**src/stmc_pkg.sv**
```systemverilog
package stmc_pkg;

    // field widths fixed by the item formats
    localparam int FUNC_BITS   = 1;
    localparam int IDX_BITS    = 5;
    localparam int VTX_BITS    = 5;
    localparam int WFIELD_BITS = 16;
    localparam int MASK_BITS   = 32;
    localparam int SUM_BITS    = 21;
    localparam int CFG_BITS    = 6;
    localparam int CNT_BITS    = 6;
    localparam int VIS_BITS    = 1 << VTX_BITS;

    // APB port
    localparam int APB_AW = 3;
    localparam int APB_DW = 32;

    // parameter defaults
    localparam int DEF_MAX_EDGES    = 32;
    localparam int DEF_MAX_VERTICES = 32;
    localparam int DEF_WEIGHT_BITS  = 16;

    // item function codes
    localparam logic [FUNC_BITS-1:0] FUNC_LOAD = 1'b0;
    localparam logic [FUNC_BITS-1:0] FUNC_EVAL = 1'b1;

    // register word indexes
    localparam logic REG_VERTEX_COUNT = 1'b0;
    localparam logic REG_EDGE_COUNT   = 1'b1;

    localparam logic [CFG_BITS-1:0] RST_VERTEX_COUNT = 6'd1;
    localparam logic [CFG_BITS-1:0] RST_EDGE_COUNT   = 6'd0;

    typedef struct packed {
        logic [FUNC_BITS-1:0]   func;
        logic [IDX_BITS-1:0]    edge_index;
        logic [VTX_BITS-1:0]    endpoint_a;
        logic [VTX_BITS-1:0]    endpoint_b;
        logic [WFIELD_BITS-1:0] weight_a;
        logic [WFIELD_BITS-1:0] weight_b;
        logic [MASK_BITS-1:0]   edge_mask;
    } t_in_item;

    typedef struct packed {
        logic                count_ok;
        logic                reached_all;
        logic                is_spanning_tree;
        logic [SUM_BITS-1:0] sum_a;
        logic [SUM_BITS-1:0] sum_b;
    } t_out_item;

    typedef struct packed {
        logic [CFG_BITS-1:0] vertex_count;
        logic [CFG_BITS-1:0] edge_count;
    } t_cfg;

    typedef enum logic [3:0] {
        ST_IDLE = 4'b0001,
        ST_SCAN = 4'b0010,
        ST_WALK = 4'b0100,
        ST_DONE = 4'b1000
    } t_state;

endpackage

```
**src/stmc_ram.sv**
```systemverilog
module stmc_ram #(
    parameter int WIDTH = 8,
    parameter int DEPTH = 32,
    parameter int AW    = (DEPTH > 1) ? $clog2(DEPTH) : 1
) (
    input  logic             i_clk,
    input  logic             i_we,
    input  logic [AW-1:0]    i_waddr,
    input  logic [WIDTH-1:0] i_wdata,
    input  logic [AW-1:0]    i_raddr,
    output logic [WIDTH-1:0] o_rdata
);

    logic [WIDTH-1:0] r_mem [DEPTH];
    logic [WIDTH-1:0] r_rdata;

    always_ff @(posedge i_clk) begin
        if (i_we) begin
            r_mem[i_waddr] <= i_wdata;
        end
        r_rdata <= r_mem[i_raddr];
    end

    assign o_rdata = r_rdata;

endmodule

```
**src/stmc_regs.sv**
```systemverilog
module stmc_regs (
    input  logic                          i_clk,
    input  logic                          i_rst_n,
    input  logic                          psel,
    input  logic                          penable,
    input  logic                          pwrite,
    input  logic [stmc_pkg::APB_AW-1:0]   paddr,
    input  logic [stmc_pkg::APB_DW-1:0]   pwdata,
    output logic [stmc_pkg::APB_DW-1:0]   prdata,
    output logic                          pready,
    output stmc_pkg::t_cfg                o_cfg
);

    stmc_pkg::t_cfg r_cfg;
    stmc_pkg::t_cfg n_cfg;
    logic           wr_en;
    logic           word;

    assign pready = 1'b1;
    assign wr_en  = psel && penable && pwrite;
    assign word   = paddr[2];

    always_comb begin
        n_cfg = r_cfg;
        if (wr_en) begin
            case (word)
                stmc_pkg::REG_VERTEX_COUNT: n_cfg.vertex_count = pwdata[stmc_pkg::CFG_BITS-1:0];
                stmc_pkg::REG_EDGE_COUNT:   n_cfg.edge_count   = pwdata[stmc_pkg::CFG_BITS-1:0];
                default:                    n_cfg = r_cfg;
            endcase
        end
    end

    always_ff @(posedge i_clk) begin
        if (!i_rst_n) begin
            r_cfg.vertex_count <= stmc_pkg::RST_VERTEX_COUNT;
            r_cfg.edge_count   <= stmc_pkg::RST_EDGE_COUNT;
        end else begin
            r_cfg <= n_cfg;
        end
    end

    always_comb begin
        case (word)
            stmc_pkg::REG_VERTEX_COUNT:
                prdata = {{(stmc_pkg::APB_DW-stmc_pkg::CFG_BITS){1'b0}}, r_cfg.vertex_count};
            stmc_pkg::REG_EDGE_COUNT:
                prdata = {{(stmc_pkg::APB_DW-stmc_pkg::CFG_BITS){1'b0}}, r_cfg.edge_count};
            default:
                prdata = '0;
        endcase
    end

    assign o_cfg = r_cfg;

endmodule

```
**src/stmc_core.sv**
```systemverilog
module stmc_core #(
    parameter int MAX_EDGES    = stmc_pkg::DEF_MAX_EDGES,
    parameter int MAX_VERTICES = stmc_pkg::DEF_MAX_VERTICES,
    parameter int WEIGHT_BITS  = stmc_pkg::DEF_WEIGHT_BITS
) (
    input  logic                 i_clk,
    input  logic                 i_rst_n,
    input  stmc_pkg::t_cfg       i_cfg,
    input  logic                 i_in_valid,
    output logic                 o_in_ready,
    input  stmc_pkg::t_in_item   i_in_data,
    output logic                 o_out_valid,
    input  logic                 i_out_ready,
    output stmc_pkg::t_out_item  o_out_data
);

    localparam int WB     = (WEIGHT_BITS < stmc_pkg::WFIELD_BITS) ?
                            WEIGHT_BITS : stmc_pkg::WFIELD_BITS;
    localparam int AW     = (MAX_EDGES > 1) ? $clog2(MAX_EDGES) : 1;
    localparam int NE_CAP = (MAX_EDGES < stmc_pkg::MASK_BITS) ? MAX_EDGES : stmc_pkg::MASK_BITS;
    localparam int VB     = stmc_pkg::VTX_BITS;
    localparam int CB     = stmc_pkg::CNT_BITS;
    localparam int SB     = stmc_pkg::SUM_BITS;
    localparam int RW     = 2 * VB + 2 * WB;

    stmc_pkg::t_state                  r_state, n_state;
    logic                              r_eval, n_eval;
    logic [stmc_pkg::MASK_BITS-1:0]    r_mask, n_mask;
    logic [CB-1:0]                     r_nv, n_nv;
    logic [CB-1:0]                     r_ne, n_ne;
    logic [CB-1:0]                     r_iss, n_iss;
    logic                              r_pend, n_pend;
    logic [CB-1:0]                     r_count, n_count;
    logic [SB-1:0]                     r_sum_a, n_sum_a;
    logic [SB-1:0]                     r_sum_b, n_sum_b;
    logic [stmc_pkg::VIS_BITS-1:0]     r_vis, n_vis;
    logic                              r_changed, n_changed;
    logic                              r_out_valid, n_out_valid;
    stmc_pkg::t_out_item               r_out, n_out;

    logic              ram_we;
    logic [AW-1:0]     ram_waddr;
    logic [RW-1:0]     ram_wdata;
    logic [AW-1:0]     ram_raddr;
    logic [RW-1:0]     ram_rdata;

    logic [VB-1:0]     rd_a, rd_b;
    logic [WB-1:0]     rd_wa, rd_wb;
    logic [stmc_pkg::VIS_BITS-1:0] bit_a, bit_b;
    logic              va, vb;

    logic [CB-1:0]     eff_nv, eff_ne;
    logic              in_fire, busy, issue, pass_done, out_free;
    logic [stmc_pkg::VIS_BITS-1:0] need;
    logic              reached, count_ok;

    stmc_ram #(
        .WIDTH (RW),
        .DEPTH (MAX_EDGES),
        .AW    (AW)
    ) u_edge_ram (
        .i_clk   (i_clk),
        .i_we    (ram_we),
        .i_waddr (ram_waddr),
        .i_wdata (ram_wdata),
        .i_raddr (ram_raddr),
        .o_rdata (ram_rdata)
    );

    // effective counts from the registers
    always_comb begin
        if (i_cfg.vertex_count == '0) begin
            eff_nv = CB'(1);
        end else if ({1'b0, i_cfg.vertex_count} > (CB+1)'(MAX_VERTICES)) begin
            eff_nv = CB'(MAX_VERTICES);
        end else begin
            eff_nv = i_cfg.vertex_count;
        end
        if ({1'b0, i_cfg.edge_count} > (CB+1)'(NE_CAP)) begin
            eff_ne = CB'(NE_CAP);
        end else begin
            eff_ne = i_cfg.edge_count;
        end
    end

    assign {rd_a, rd_b, rd_wa, rd_wb} = ram_rdata;
    assign bit_a = stmc_pkg::VIS_BITS'(1) << rd_a;
    assign bit_b = stmc_pkg::VIS_BITS'(1) << rd_b;
    assign va    = r_vis[rd_a];
    assign vb    = r_vis[rd_b];

    assign o_in_ready = (r_state == stmc_pkg::ST_IDLE);
    assign in_fire    = i_in_valid && o_in_ready;
    assign busy       = (r_state == stmc_pkg::ST_SCAN) || (r_state == stmc_pkg::ST_WALK);
    assign issue      = busy && (r_iss < r_ne);
    assign pass_done  = busy && (r_iss == r_ne) && !r_pend;
    assign out_free   = !r_out_valid || i_out_ready;

    // coverage of vertices 0..nv-1
    always_comb begin
        for (int i = 0; i < stmc_pkg::VIS_BITS; i++) begin
            need[i] = (CB'(i) < r_nv);
        end
        if (r_count == '0) begin
            reached = (r_nv == CB'(1));
        end else begin
            reached = ((r_vis & need) == need) &&
                      ({1'b0, r_nv} <= (CB+1)'(stmc_pkg::VIS_BITS));
        end
        count_ok = (r_count == (r_nv - CB'(1)));
    end

    always_comb begin
        n_state     = r_state;
        n_eval      = r_eval;
        n_mask      = r_mask;
        n_nv        = r_nv;
        n_ne        = r_ne;
        n_iss       = r_iss;
        n_pend      = 1'b0;
        n_count     = r_count;
        n_sum_a     = r_sum_a;
        n_sum_b     = r_sum_b;
        n_vis       = r_vis;
        n_changed   = r_changed;
        n_out       = r_out;
        n_out_valid = r_out_valid && !i_out_ready;

        ram_we    = 1'b0;
        ram_waddr = AW'(i_in_data.edge_index);
        ram_wdata = {i_in_data.endpoint_a, i_in_data.endpoint_b,
                     i_in_data.weight_a[WB-1:0], i_in_data.weight_b[WB-1:0]};
        ram_raddr = r_iss[AW-1:0];

        if (issue) begin
            n_iss  = r_iss + CB'(1);
            n_pend = r_mask[r_iss[4:0]];
        end

        case (r_state)
            stmc_pkg::ST_IDLE: begin
                if (in_fire) begin
                    n_eval = (i_in_data.func == stmc_pkg::FUNC_EVAL);
                    if (i_in_data.func == stmc_pkg::FUNC_EVAL) begin
                        n_mask  = i_in_data.edge_mask;
                        n_nv    = eff_nv;
                        n_ne    = eff_ne;
                        n_iss   = '0;
                        n_count = '0;
                        n_sum_a = '0;
                        n_sum_b = '0;
                        n_vis   = '0;
                        n_state = stmc_pkg::ST_SCAN;
                    end else begin
                        ram_we  = ({2'b00, i_in_data.edge_index} <
                                   (stmc_pkg::IDX_BITS+2)'(MAX_EDGES));
                        n_state = stmc_pkg::ST_DONE;
                    end
                end
            end
            stmc_pkg::ST_SCAN: begin
                if (r_pend) begin
                    n_count = r_count + CB'(1);
                    n_sum_a = r_sum_a + SB'(rd_wa);
                    n_sum_b = r_sum_b + SB'(rd_wb);
                    if (r_count == '0) begin
                        n_vis = bit_a;
                    end
                end
                if (pass_done) begin
                    if (r_count == '0) begin
                        n_state = stmc_pkg::ST_DONE;
                    end else begin
                        n_iss     = '0;
                        n_changed = 1'b0;
                        n_state   = stmc_pkg::ST_WALK;
                    end
                end
            end
            stmc_pkg::ST_WALK: begin
                if (r_pend) begin
                    n_vis     = r_vis | (va ? bit_b : '0) | (vb ? bit_a : '0);
                    n_changed = r_changed || (va ^ vb);
                end
                if (pass_done) begin
                    if (r_changed) begin
                        n_iss     = '0;
                        n_changed = 1'b0;
                    end else begin
                        n_state = stmc_pkg::ST_DONE;
                    end
                end
            end
            stmc_pkg::ST_DONE: begin
                if (out_free) begin
                    if (r_eval) begin
                        n_out.count_ok         = count_ok;
                        n_out.reached_all      = reached;
                        n_out.is_spanning_tree = count_ok && reached;
                        n_out.sum_a            = r_sum_a;
                        n_out.sum_b            = r_sum_b;
                    end else begin
                        n_out = '0;
                    end
                    n_out_valid = 1'b1;
                    n_state     = stmc_pkg::ST_IDLE;
                end
            end
            default: begin
                n_state = stmc_pkg::ST_IDLE;
            end
        endcase
    end

    always_ff @(posedge i_clk) begin
        if (!i_rst_n) begin
            r_state     <= stmc_pkg::ST_IDLE;
            r_pend      <= 1'b0;
            r_out_valid <= 1'b0;
        end else begin
            r_state     <= n_state;
            r_pend      <= n_pend;
            r_out_valid <= n_out_valid;
        end
    end

    always_ff @(posedge i_clk) begin
        r_eval    <= n_eval;
        r_mask    <= n_mask;
        r_nv      <= n_nv;
        r_ne      <= n_ne;
        r_iss     <= n_iss;
        r_count   <= n_count;
        r_sum_a   <= n_sum_a;
        r_sum_b   <= n_sum_b;
        r_vis     <= n_vis;
        r_changed <= n_changed;
        r_out     <= n_out;
    end

    assign o_out_valid = r_out_valid;
    assign o_out_data  = r_out;

    // table is written only between transactions
    a_write_idle: assert property (@(posedge i_clk) disable iff (!i_rst_n)
        ram_we |-> (r_state == stmc_pkg::ST_IDLE))
        else $error("edge table written during evaluation");

    // read data in flight only while scanning or walking
    a_pend_busy: assert property (@(posedge i_clk) disable iff (!i_rst_n)
        r_pend |-> busy)
        else $error("read return outside a pass");

    // issue pointer never runs past the edge count
    a_iss_bound: assert property (@(posedge i_clk) disable iff (!i_rst_n)
        busy |-> (r_iss <= r_ne))
        else $error("issue pointer past edge count");

    // selected count cannot exceed edges issued in the first pass
    a_count_bound: assert property (@(posedge i_clk) disable iff (!i_rst_n)
        (r_state == stmc_pkg::ST_SCAN) |-> (r_count <= r_iss))
        else $error("edge count ahead of issued reads");

endmodule

```
**src/spanning_tree_mask_check.sv**
```systemverilog
// Spanning-tree check of an edge subset. Load transactions (func=0) write one
// edge (two endpoints, two 8.8 weights) into an on-chip table; a load to a slot
// at or above MAX_EDGES is dropped. Evaluate transactions (func=1) bring a mask
// in which bit k selects edge k (bits at or above edge_count are ignored) and
// return the selected edge count check, whether a walk from the first endpoint
// of the lowest selected edge reaches every vertex below vertex_count, the
// spanning-tree flag, and both weight sums. Every transaction returns exactly
// one result; loads return all zeros. Selected edges must have been loaded.
// An evaluate makes one pass over the edge table to sum weights, then, if any
// edge is selected, repeats walk passes until a pass reaches no new vertex;
// each pass reads the edges in use one by one through the single read port of
// the table RAM. A finished result sits in an output register, so the next
// transaction is accepted while it waits.
// Registers (APB, byte address 4*i): 0 vertex_count, 1 edge_count (6 bits).
// Write registers only while no transaction is in flight.
module spanning_tree_mask_check #(
    parameter int MAX_EDGES    = stmc_pkg::DEF_MAX_EDGES,
    parameter int MAX_VERTICES = stmc_pkg::DEF_MAX_VERTICES,
    parameter int WEIGHT_BITS  = stmc_pkg::DEF_WEIGHT_BITS
) (
    input  logic                         i_clk,
    input  logic                         i_rst_n,

    // configuration
    input  logic                         psel,
    input  logic                         penable,
    input  logic                         pwrite,
    input  logic [stmc_pkg::APB_AW-1:0]  paddr,
    input  logic [stmc_pkg::APB_DW-1:0]  pwdata,
    output logic [stmc_pkg::APB_DW-1:0]  prdata,
    output logic                         pready,

    // input transactions
    input  logic                         i_in_valid,
    output logic                         o_in_ready,
    input  stmc_pkg::t_in_item           i_in_data,

    // result transactions
    output logic                         o_out_valid,
    input  logic                         i_out_ready,
    output stmc_pkg::t_out_item          o_out_data
);

    stmc_pkg::t_cfg cfg;

    // register file: vertex and edge counts
    stmc_regs u_regs (
        .i_clk   (i_clk),
        .i_rst_n (i_rst_n),
        .psel    (psel),
        .penable (penable),
        .pwrite  (pwrite),
        .paddr   (paddr),
        .pwdata  (pwdata),
        .prdata  (prdata),
        .pready  (pready),
        .o_cfg   (cfg)
    );

    // edge table plus scan/walk sequencer
    stmc_core #(
        .MAX_EDGES    (MAX_EDGES),
        .MAX_VERTICES (MAX_VERTICES),
        .WEIGHT_BITS  (WEIGHT_BITS)
    ) u_core (
        .i_clk       (i_clk),
        .i_rst_n     (i_rst_n),
        .i_cfg       (cfg),
        .i_in_valid  (i_in_valid),
        .o_in_ready  (o_in_ready),
        .i_in_data   (i_in_data),
        .o_out_valid (o_out_valid),
        .i_out_ready (i_out_ready),
        .o_out_data  (o_out_data)
    );

endmodule
```
**config.mk**
```make
export PLATFORM = sky130hd
export DESIGN_NAME = spanning_tree_mask_check
export DESIGN_NICKNAME = d
export VERILOG_FILES = /design/src/stmc_pkg.sv /design/src/stmc_ram.sv /design/src/stmc_regs.sv /design/src/stmc_core.sv /design/src/spanning_tree_mask_check.sv
export SDC_FILE = /design/constraint.sdc
export NUM_CORES = 2
export LEC_CHECK = 0
export BUFFER_PORTS_ARGS = -buffer_cell sky130_fd_sc_hd__clkbuf_2
export CORE_UTILIZATION = 50
export CTS_CLUSTER_DIAMETER = 200
export DETAILED_ROUTE_END_ITERATION = 6
export PLACE_DENSITY = 0.72
export SLEW_MARGIN = 20
export SYNTH_ARGS = -nofsm -noshare
export SYNTH_HDL_FRONTEND = slang
export SYNTH_SLANG_ARGS = --single-unit
```
**constraint.sdc**
```tcl
create_clock -name i_clk -period 5 [get_ports i_clk]
set_clock_uncertainty 0.1 [all_clocks]
set_input_delay 0.5 -clock i_clk [delete_from_list [all_inputs] [get_ports i_clk]]
set_output_delay 0.5 -clock i_clk [all_outputs]
set_load 0.02 [all_outputs]
```
==> metrics.md <==
| Metric | Value |
|---|---|
| Mapped Avg Cell Area | `around 17 um^2` |
| Data arrival time of the critical path | `3.60 ns` |
| Post-synth EDFFs | `roughly 1500` |
| Vias in the first global route | `34800` |
| Max rail drop VDD | `around 0.00039 V` |
| Ordered cell list for the critical path | `nor4b_1 > buf_4 > nand2_1 > nor3_1 > buf_4 > nand3_1 > nor2_4 > buf_12` |
| Setup repair bufs after CTS | `0` |
| Global-route wire length before repair | `around 220 mm` |
| Outcome | `completed` |
| Worst setup path class | `reg2reg` |
| Most used cell along the critical path | `sky130_fd_sc_hd__buf_4` |
| Synthesis-to-finish area growth | `13.5%` |
| DP Wirelength | `around 84 mm` |
| Setup TNS | `0 ns` |
| Pre-CTS setup slack | `approximately 1.7 ns` |
| Placeable core area | `about 130000 um^2` |
| Max-capacitance violation count | `0` |
| Routed vias | `between 30000 and 40000` |
| DRT antenna net count | `0` |
| GRT Residual Overflow | `0` |
| Netlist area before placement | `approximately 64000 um^2` |
| Max-slew violation total from the final report | `0` |
| H-Tree Depth | `4` |
| Slowest library cell on the worst path | `sky130_fd_sc_hd__nor2_4` |
| Power density of the placed cells | `between 400 and 500 nW/um^2` |
| Smallest setup slack after layout | `about 1.7 ns` |
| # setup viols final | `0` |
| Share of synthesized flip-flops with an asynchronous set or reset | `0%` |
| Count of placed standard cells in the final layout, fillers left out | `around 5700` |
| # DRC | `0` |
| Min-Delay Path Class | `in2reg` |
| Routability Congestion | `between 0.8 and 0.9` |
| Transition time of the tightest slew-check pin | `about 0.99 ns` |
| Die area | `129000 um^2` |
| WP data required | `about 5.3 ns` |
| Tcrit/Tclk final | `between 60% and 70%` |
| Clock-pin slew on the worst setup and hold paths | `about 0.06 ns` |
| Synth Register Bits | `~1600` |
| Resized Gates After CTS | `0` |
| Utilization of the core after routing | `between 50% and 60%` |
| Library cell occupying the most area in the post-synthesis netlist | `sky130_fd_sc_hd__edfxtp_1` |
| CP Max Fanout | `30` |
| Number of detailed-route iterations in the first pass | `6` |
| Placed cells | `around 5400` |
| Time the final worst path needs with I/O delays and setup | `between 3 and 4 ns` |
| Global router's overall resource usage | `a little under a quarter` |
| Clock Latency Late Sink | `between 0.7 and 0.8 ns` |
| CP endpoint kind | `flop` |
| Sequential element share of the synthesized area | `73.5%` |
| Width of the die | `~360 um` |
| Number of synthesis warnings | `0` |
| Clock Sink Count | `around 1600` |
| Count of mapped cells out of synthesis | `between 3000 and 4000` |
| Number of buffers inserted during clock tree synthesis | `around 160` |
| Buffer levels on the longest clock path | `3` |
| Count of hold buffers inserted by post-cts repair | `between 40 and 50` |
| # port buffers | `approximately 150` |
| Largest stage delay on the critical path | `roughly 0.66 ns` |
| Number of cell rows | `130` |
| Vert. Die Dim | `~360 um` |
| Routed Wire Length | `~150 mm` |
| Leading cell types by total area after synthesis | `sky130_fd_sc_hd__edfxtp_1 (71%), sky130_fd_sc_hd__mux4_2 (6.8%), sky130_fd_sc_hd__mux2i_1 (4.4%)` |
| Share of post-route cells with drive strength above 1 | `19.8%` |
| RSZ-0062 raised after global routing | `no` |
| Share of Yosys cell area claimed by the top area cell type | `a little under three quarters` |
| Leakage dissipation | `about 0.023 uW` |
| I/O pin count | `202` |
| Worst max-slew margin expressed relative to the limit | `between 30 and 40%` |
| Wirelength per Cell | `about 26 um` |
| Antenna violations before repair | `18` |
| Fmax | `around 0.31 GHz` |
| Synth top cells by count | `sky130_fd_sc_hd__edfxtp_1 (1515), sky130_fd_sc_hd__mux2i_1 (280), sky130_fd_sc_hd__nand2_1 (220)` |
| Vias per inst | `approximately 6.1` |
| Effective utilization at floorplan | `roughly half` |
| Clock tree root buffer cell | `sky130_fd_sc_hd__clkbuf_16` |
| Post-synthesis cell type count | `64` |
| Number of DRC markers in iteration 0 | `about 4300` |
| Top-count cell post-synth | `sky130_fd_sc_hd__edfxtp_1` |
| Top FF cell, synth | `sky130_fd_sc_hd__edfxtp_1` |
| TritonCTS clock tree | `done` |
| Count of final hold-check violations | `0` |
| # nets final | `~4100` |
| Type of element launching the critical path | `flop` |
| Power, Total | `32200 uW` |
| Pin count of the biggest net entering global routing | `107` |
-- sequential cells by signal, indices dropped and copies added (netlist names), 4 cells and up --
signal / cells
u_core.r_mask: 32
u_core.r_iss: 6
u_regs.o_cfg: 12
u_core.r_state: 4
u_core.u_edge_ram.r_mem: 1344
u_core.r_ne: 6
u_core.r_nv: 6
u_core.o_out_data: 45
u_core.r_sum_b: 21
u_core.r_sum_a: 21
u_core.u_edge_ram.o_rdata: 42
u_core.r_vis: 32
u_core.r_count: 6
-- routing by layer --
metal  GRT usage [%]  share of wire [%]  vias up
li1                -                  -    15200
met1            32.4                 41    17900
met2            37.0                 48     1585
met3            4.58                9.0      281
met4            6.82                2.4        8
met5               0              0.037        -
-- through the flow --
step | instance area [um^2] | hold slack (ns)
after floorplan | 63800 | 0.361
final | 72300 | 0.0436
after CTS | 72200 | 0.0194
after detailed placement | 66800 | 0.413
after global placement | 66800 | 0.400
after global routing | 72300 | 0.0604
-- worst max-delay path: cells and delay by family (launching register included) --
family,cells,cell delay [ns]
and+or+nand+nor,5,1.58
buffers and inverters,3,0.75
DFF,1,0.43
-- logic make-up (layout without fill, tap and decap cells) --
family / count (synthesis) / after routing / share of synthesized area (%)
muxes: 564 / 564 / 12.8
adders and majority gates: 47 / 47 / 0.947
xor gates and xnor gates: 35 / 35 / 0.482
and+or+nand+nor: 541 / 541 / 4.03
buffers and inverters: 257 / 606 / 1.76
DFF: 1581 / 1581 / 73.5
AOI/OAI and AO/OA: 653 / 653 / 6.43
other: 2 / 29 / 0.0118
-- report_power, final --
part           total (uW)  leakage [uW]  internal [uW]  switching (uW)
registers           15300        0.0142          14900             471
logic                5470       0.00595           2620            2850
clock network       11400       0.00244           6480            4950
total               32200        0.0226          24000            8270
-- final cells by class --
type                    instances  area [um^2]
flip-flops and latches       1581        46800
clock inverters                84          753
multi-input cells            1867        16100
clock buffers                 206         4240
diodes                          2         5.00
inverters                      33          124
fillers                      9229        53600
well taps                    1650         2060
repair buffers                283         2120
-- worst paths after layout --
kind	start	end	slack, ns	depth (start not counted)
hold / removal	i_rst_n	u_regs.o_cfg[6]$_SDFFE_PN1P_	0.04	2
setup / recovery	u_core.r_state[0]$_SDFFE_PN1P_	u_core.u_edge_ram.r_mem[27][28]$_DFFE_PP_	1.74	8
hold reg to reg	u_regs.o_cfg[6]$_SDFFE_PN1P_	u_regs.o_cfg[6]$_SDFFE_PN1P_	0.44	2
setup reg to reg	u_core.r_state[0]$_SDFFE_PN1P_	u_core.u_edge_ram.r_mem[27][28]$_DFFE_PP_	1.74	8
-- placed cells by master, fill, tap and decap left out, drive strengths merged, types with 16 or more instances in the layout --
cell type    Yosys  final
a21oi          185    185
a22oi           20     20
a31oi           17     17
and2            52     52
buf            101     96
clkbuf         123    352
clkinv           0     65
conb             2     27
dfxtp           66     66
dlygate4sd3      0     41
edfxtp        1515   1515
ha              45     45
inv             33     40
mux2            93     93
mux2i          280    280
mux4           191    191
nand2          221    221
nand2b          16     16
nand3           23     23
nor2           105    105
nor2b           38     38
nor3            25     25
o21ai          181    181
o221ai         128    128
o22ai           56     56
xnor2           18     18
xor2            17     17
No activity file was read; power rests on OpenSTA's default activity.
